==> src/spq_pkg.sv <==
package spq_pkg;

   // Number of entries the queue holds.
   localparam int CAPACITY = 16;

   // Field widths of the request and response channels.
   localparam int DATA_W = 32;
   localparam int PRIO_W = 8;
   localparam int FILL_W = 5;
   localparam int STATUS_W = 2;

   // Width of the occupancy counter, wide enough to hold CAPACITY itself.
   localparam int COUNT_W = $clog2(CAPACITY + 1);

   // Operation codes on req_op.
   localparam logic OP_INSERT = 1'b0;
   localparam logic OP_REMOVE = 1'b1;

   // Result status codes.
   typedef enum logic [STATUS_W-1:0] {
      ST_INSERTED  = 2'd0,
      ST_REMOVED   = 2'd1,
      ST_UNDERFLOW = 2'd2,
      ST_OVERFLOW  = 2'd3
   } status_type;

   // One stored entry.
   typedef struct packed {
      logic [PRIO_W-1:0] prio;
      logic [DATA_W-1:0] data;
   } entry_type;

   // Command broadcast from the controller to every cell.
   typedef struct packed {
      logic      insert;
      logic      remove;
      entry_type fresh;
   } cell_cmd_type;

endpackage

==> src/spq_cell.sv <==
module spq_cell
   import spq_pkg::*;
(
   input  logic         clock,
   input  cell_cmd_type cmd,
   input  logic         occupied,
   input  logic         left_moves,
   input  entry_type    left_entry,
   input  entry_type    right_entry,
   output logic         moves,
   output entry_type    entry
);

   entry_type entry_ff;
   entry_type entry_in;

   // This entry is pushed one place toward the back when the new entry sorts ahead of it.
   assign moves = occupied && (entry_ff.prio > cmd.fresh.prio);

   // On insert, a cell that gives way takes either its left neighbor or the new entry.
   // On remove, every cell takes its right neighbor.
   always_comb begin
      entry_in = entry_ff;
      if (cmd.insert) begin
         if (left_moves) begin
            entry_in = left_entry;
         end else if (!occupied || moves) begin
            entry_in = cmd.fresh;
         end
      end else if (cmd.remove) begin
         entry_in = right_entry;
      end
   end

   always_ff @(posedge clock) begin
      entry_ff <= entry_in;
   end

   assign entry = entry_ff;

endmodule

==> src/sorted_priority_queue_core.sv <==
// Sorted priority queue of CAPACITY entries, kept as a row of cells in ascending
// order of priority number; equal priorities leave in arrival order. Each accepted
// request (insert or remove) has its response in the output register on the next
// cycle, so one request can be taken every cycle while req_stall is low:
// every cell decides its move from its own priority compare and its left
// neighbor's compare alone. req_stall is high only while a response waits in the
// output register and rsp_stall holds it back. An insert into a full queue is
// dropped with status overflow, and a remove from an empty queue reports underflow.
module sorted_priority_queue_core
   import spq_pkg::*;
(
   input  logic                       clock,
   input  logic                       reset,
   input  logic                       req_valid,
   output logic                       req_stall,
   input  logic                       req_op,
   input  logic signed [DATA_W-1:0]   req_item_data,
   input  logic        [PRIO_W-1:0]   req_item_priority,
   output logic                       rsp_valid,
   input  logic                       rsp_stall,
   output logic        [STATUS_W-1:0] rsp_status,
   output logic signed [DATA_W-1:0]   rsp_out_data,
   output logic        [PRIO_W-1:0]   rsp_out_priority,
   output logic        [FILL_W-1:0]   rsp_fill_count
);

   logic [COUNT_W-1:0] count_ff;
   logic [COUNT_W-1:0] count_in;

   logic               rsp_valid_ff;
   logic               rsp_valid_in;
   status_type         rsp_status_ff;
   status_type         rsp_status_in;
   logic [DATA_W-1:0]  rsp_data_ff;
   logic [DATA_W-1:0]  rsp_data_in;
   logic [PRIO_W-1:0]  rsp_prio_ff;
   logic [PRIO_W-1:0]  rsp_prio_in;
   logic [FILL_W-1:0]  rsp_fill_ff;
   logic [FILL_W-1:0]  rsp_fill_in;

   logic               accept;
   logic               full;
   logic               empty;
   logic               insert_ok;
   logic               remove_ok;
   cell_cmd_type       cmd;

   logic [CAPACITY-1:0] occupied;
   logic [CAPACITY-1:0] moves;
   entry_type           entries [CAPACITY];

   // A new request is taken unless a response waits in the output register with rsp_stall high.
   assign req_stall = rsp_valid_ff && rsp_stall;
   assign accept    = req_valid && !req_stall;

   assign full      = (count_ff == COUNT_W'(CAPACITY));
   assign empty     = (count_ff == '0);
   assign insert_ok = accept && (req_op == OP_INSERT) && !full;
   assign remove_ok = accept && (req_op == OP_REMOVE) && !empty;

   // Command seen by every cell.
   assign cmd.insert     = insert_ok;
   assign cmd.remove     = remove_ok;
   assign cmd.fresh.prio = req_item_priority;
   assign cmd.fresh.data = req_item_data;

   // Row of cells; cell zero holds the front of the queue.
   for (genvar i = 0; i < CAPACITY; i++) begin : g_cell
      entry_type left_entry;
      entry_type right_entry;
      logic      left_moves;

      assign occupied[i] = (count_ff > COUNT_W'(i));

      if (i == 0) begin : g_head
         assign left_moves = 1'b0;
         assign left_entry = '0;
      end else begin : g_body
         assign left_moves = moves[i-1];
         assign left_entry = entries[i-1];
      end

      if (i == CAPACITY - 1) begin : g_tail
         assign right_entry = '0;
      end else begin : g_inner
         assign right_entry = entries[i+1];
      end

      spq_cell u_cell (
         .clock       (clock),
         .cmd         (cmd),
         .occupied    (occupied[i]),
         .left_moves  (left_moves),
         .left_entry  (left_entry),
         .right_entry (right_entry),
         .moves       (moves[i]),
         .entry       (entries[i])
      );
   end

   // Occupancy count and the response for the request taken in this cycle.
   always_comb begin
      count_in      = count_ff;
      rsp_valid_in  = rsp_valid_ff && rsp_stall;
      rsp_status_in = rsp_status_ff;
      rsp_data_in   = rsp_data_ff;
      rsp_prio_in   = rsp_prio_ff;
      rsp_fill_in   = rsp_fill_ff;
      if (insert_ok) begin
         count_in = count_ff + COUNT_W'(1);
      end else if (remove_ok) begin
         count_in = count_ff - COUNT_W'(1);
      end
      if (accept) begin
         rsp_valid_in = 1'b1;
         rsp_data_in  = '0;
         rsp_prio_in  = '0;
         rsp_fill_in  = FILL_W'(count_in);
         if (req_op == OP_INSERT) begin
            rsp_status_in = full ? ST_OVERFLOW : ST_INSERTED;
         end else if (empty) begin
            rsp_status_in = ST_UNDERFLOW;
         end else begin
            rsp_status_in = ST_REMOVED;
            rsp_data_in   = entries[0].data;
            rsp_prio_in   = entries[0].prio;
         end
      end
   end

   always_ff @(posedge clock) begin
      if (reset) begin
         count_ff     <= '0;
         rsp_valid_ff <= 1'b0;
      end else begin
         count_ff     <= count_in;
         rsp_valid_ff <= rsp_valid_in;
      end
   end

   always_ff @(posedge clock) begin
      rsp_status_ff <= rsp_status_in;
      rsp_data_ff   <= rsp_data_in;
      rsp_prio_ff   <= rsp_prio_in;
      rsp_fill_ff   <= rsp_fill_in;
   end

   assign rsp_valid        = rsp_valid_ff;
   assign rsp_status       = rsp_status_ff;
   assign rsp_out_data     = rsp_data_ff;
   assign rsp_out_priority = rsp_prio_ff;
   assign rsp_fill_count   = rsp_fill_ff;

   // The count never exceeds the number of cells.
   assert property (@(posedge clock) disable iff (reset)
      count_ff <= COUNT_W'(CAPACITY))
      else $error("occupancy count exceeds capacity");

   // A remove from a non-empty queue yields a removed-entry response next cycle.
   assert property (@(posedge clock) disable iff (reset)
      remove_ok |=> (rsp_valid_ff && (rsp_status_ff == ST_REMOVED)))
      else $error("remove did not return an entry");

   // An underflow response can only be pending while the queue is empty.
   assert property (@(posedge clock) disable iff (reset)
      (rsp_valid_ff && (rsp_status_ff == ST_UNDERFLOW)) |-> empty)
      else $error("underflow reported with entries stored");

   // Occupied cells stay in ascending order of priority number.
   for (genvar j = 0; j < CAPACITY - 1; j++) begin : g_order_chk
      assert property (@(posedge clock) disable iff (reset)
         occupied[j+1] |-> (entries[j].prio <= entries[j+1].prio))
         else $error("cell row out of priority order");
   end

endmodule

==> config.mk <==
export PLATFORM = sky130hd
export DESIGN_NAME = sorted_priority_queue_core
export DESIGN_NICKNAME = d
export VERILOG_FILES = /design/src/spq_pkg.sv /design/src/spq_cell.sv /design/src/sorted_priority_queue_core.sv
export SDC_FILE = /design/constraint.sdc
export NUM_CORES = 2
export LEC_CHECK = 0
export BUFFER_PORTS_ARGS = -buffer_cell sky130_fd_sc_hd__buf_4
export CAP_MARGIN = 20
export CORE_ASPECT_RATIO = 0.5
export CORE_UTILIZATION = 60
export DETAILED_ROUTE_END_ITERATION = 10
export PLACE_DENSITY = 0.77
export SLEW_MARGIN = 0
export SYNTH_ARGS = -nofsm -noshare
export SYNTH_HDL_FRONTEND = slang
export SYNTH_SLANG_ARGS = --single-unit
==> constraint.sdc <==
create_clock -name clock -period 8.2 [get_ports clock]
set_input_delay 0.82 -clock clock [delete_from_list [all_inputs] [get_ports clock]]
set_output_delay 0.82 -clock clock [all_outputs]
set_load 0.01 [all_outputs]
==> flow_summary_export.csv <==
group,metric,value,unit
worst_setup_path,cp_max_fo,40,
detailed_routing,final_antenna_net_count,0,
worst_setup_path,reg2reg_to,"g_cell[1].u_cell.entry[16]",
placement,place.port_buffers,93,
synthesis,synth_top_cell_by_area,"edfxtp_1",
sta,clock_skew,0.04883,ns
detailed_routing,drc,0,
cts,ctsResizeCount,0,
sta,relSlewSlack,10.73,%
synthesis,ys_ff_latch,693,
worst_setup_path,crit_path_start_kind,"input port",
sta,final_max_slew_viol_count,0,
cts,cts_tree,"done",
sta,finalCriticalPeriod,4.387,ns
cts,cts.clk_slew.worst_paths,0.07,ns
worst_setup_path,rrSetupSlack,3.89,ns
worst_setup_path,endpoint_kind,"flip-flop",
layout,multiInputGateArea,16560,um2
cts,cts_htree_levels,2,
synthesis,synth_top_area_share,53.79,%
sta,setup_viol,0,
placement,dp_hpwl,61740,um
layout,drive_gt1_share,16.27,%
cts,clockBufferDepth,3,
cts,clock_latency,0.66,ns
layout,nets,3511,
global_routing,antenna_found_initial,2,
detailed_routing,vias_per_cell,6.691,
global_routing,grt_pass1_wl,161600,um
detailed_routing,vias,28230,
global_routing,grt_max_degree,252,
power,p_clk_share,29.0,%
sta,fin_ws,3.813,ns
global_routing,grt_pass1_vias,26660,
worst_hold_path,hp-start,"reset",
die,core.rowCount,65,
power,pwr-share-comb,21.8,%
power,p_sw,3.086,mW
global_routing,overflow,0,
die,core_area,63110,um2
cts,cts_inserted_buffers,60,
detailed_routing,routed_wl,107500,um
layout,seqCellArea,20750,um2
layout,fill_cells,4681,
global_routing,grt_usage,32.49,%
sta,rsz0062_at_grt,"false",
worst_setup_path,reg2reg_depth,9,
synthesis,syn-cell-area,38350,um2
power,p_sw_share,31.94,%
sta,tns,0,ns
worst_hold_path,whs_endpoint,"count_ff[4]",
synthesis,synth_cell_types,53,
cts,hold_buffers,0,
power,power_density,233.0,nW/um2
die,ios,94,
synthesis,ys_seq_area_share,54.10,%
status,status,"finished, final reports clean",
synthesis,syn_avg_cell_area,11.24,um2
power,pwr-share-seq,49.2,%
cts,cts_root_buf,"clkbuf_16",
cts,cts.sinks,693,
worst_hold_path,worstHoldPathType,"in2reg",
worst_setup_path,reg2reg_from,"rsp_valid",
power,max-vdd-ir-drop,0.0001830,V
die,die_h,180.8,um
synthesis,synth_fp_nets,3591,
synthesis,yosysWarningCount,0,
worst_hold_path,hold_path_depth,2,
power,power_leakage,16.15,nW
placement,place_ws,3.288,ns
worst_setup_path,cp.arrival,4.65,ns
synthesis,async_flop_share,0,%
synthesis,synth_edf_count,687,
synthesis,synth-main-ff-cell,"edfxtp_1",
detailed_routing,drt_iter0_markers,3879,
placement,gp_congestion,0.8696,
layout,syn_to_final_growth,8.130,%
power,internal-power,6.575,mW
worst_setup_path,crit_type,"in2reg",
die,die_area,65000,um2
layout,final_util,65.71,%
detailed_routing,wire_per_inst,25.48,um
cts,postCtsSetupBuffers,0,
synthesis,synth_area_leaders,"edfxtp_1 (54%), o211ai_2 (7.9%), mux2i_1 (7.4%), nand2_1 (5.7%), ha_1 (4.4%)",
worst_setup_path,required,8.46,ns
sta,finalHoldViolCount,0,
sta,fin_crit_sh,53.50,%
sta,worst_pin_slew,1.339,ns
detailed_routing,first_pass_iters,7,
sta,fmax,0.2280,GHz
die,dieWidth,359.5,um
synthesis,syn-instance-count,3412,
die,start_util,60.77,%
flow_run,maxCapViolCount,0,
## metal layers
metal / share of wire (%) / track usage, % / up-vias
li1: - / - / 12470
met1: 41 / 47.40 / 13790
met2: 44 / 48.82 / 1690
met3: 11 / 5.164 / 282
met4: 4.1 / 13.15 / 0
met5: 0 / 0 / -
## cell families (layout without fill, tap and decap cells)
kind of cell / Yosys count / count (layout) / synth area share, %
AO/OA/AOI/OAI: 787 / 787 / 15.72
XOR/XNOR: 3 / 3 / 0.06852
adder cells (fa/ha/maj): 134 / 134 / 4.372
buffers and inverters: 317 / 285 / 3.742
flip-flops: 693 / 693 / 54.10
multiplexers: 283 / 283 / 7.386
other: 0 / 2 / 0
AND/OR/NAND/NOR: 1195 / 1195 / 14.60
## power groups by stage
stage	combinational (mW)	sequential, mW	clock (mW)
2_1_floorplan	1.39	4.74	0
3_3_place_gp	1.98	4.80	0
3_5_place_dp	2.05	4.81	0
4_1_cts	2.06	4.74	2.83
5_1_grt	2.25	4.78	2.95
6_report	2.11	4.75	2.81
## layout by cell type, fill, tap and decap left out, types with 11 or more instances in the layout
cell type  count
edfxtp_1     687
nand2_1      579
mux2i_1      283
nand3_1      275
a21oi_1      247
o211ai_2     240
nor2_1       202
buf_4        139
ha_1         134
o21ai_0      122
o21ai_1       76
clkbuf_16     60
and2_1        41
o211ai_1      31
inv_1         30
nand2_8       30
nand4_1       28
nor2b_1       21
clkinv_2      18
a21o_1        12
a31oi_4       11
a21oi_4       11
## sequential cells by signal, indices dropped and copies added, names as in the netlist
name / count
g_cell.u_cell.entry: 640
rsp_out_data: 32
rsp_out_priority: 8
count_ff: 5
rsp_fill_count: 5
rsp_status: 2
rsp_valid: 1
## stage by stage
stage | power (mW) | area, um2 | instances | hold WS, ns
2_1_floorplan | 6.132 | 38350 | 3412 | 0.5182
3_3_place_gp | 6.780 | 39600 | 4106 | 0.5289
3_5_place_dp | 6.863 | 39620 | 4107 | 0.5379
4_1_cts | 9.626 | 41460 | 4217 | 0.3791
5_1_grt | 9.981 | 41470 | 4219 | 0.3793
6_report | 9.661 | 41470 | 4219 | 0.3847
## critical path: stages
cell and delay, ns:
buf_4 0.18, inv_1 0.54, ha_1 0.36, nor2b_1 0.14, o211ai_1 0.15, a21boi_0 0.18
o211ai_4 0.87, buf_4 0.73, a31oi_4 0.15, buf_4 0.45
## worst max-delay path by stage
stage	startpoint	end	slack [ns]
after global routing	rsp_valid	g_cell[1].u_cell.entry[16]	3.71
after CTS	req_item_priority[1]	g_cell[10].u_cell.entry[4]	3.96
after global placement	req_item_priority[1]	g_cell[10].u_cell.entry[18]	3.31
after detailed placement	req_item_priority[1]	g_cell[10].u_cell.entry[17]	3.29
after floorplan	req_item_priority[7]	g_cell[10].u_cell.entry[0]	2.97
final	req_item_priority[1]	g_cell[10].u_cell.entry[28]	3.81
## final cells by class
class,instances,share of cell area (%)
inverter,31,0.2806
multi-input combinational,2402,39.93
timing repair buffer,144,2.758
tap,837,2.525
clock buffer,70,3.711
antenna,2,0.01207
clock inverter,40,0.7483
sequential,693,50.04
## Yosys cell counts, drive strengths merged (2+ instances only)
library cell  number
a211oi             2
a21boi             5
a21o              12
a21oi            258
a22oi              2
a31oi             11
and2              42
and4               3
buf              189
clkbuf            97
dfxtp              6
edfxtp           687
ha               134
inv               31
mux2i            283
nand2            610
nand3            275
nand4             28
nor2             204
nor2b             22
nor3               3
o211a              2
o211ai           272
o21a               3
o21ai            199
o21bai             2
o221ai             9
o311ai             2
o31ai              3
or2                5
xnor2              2
(Power assumes the default switching activity.)
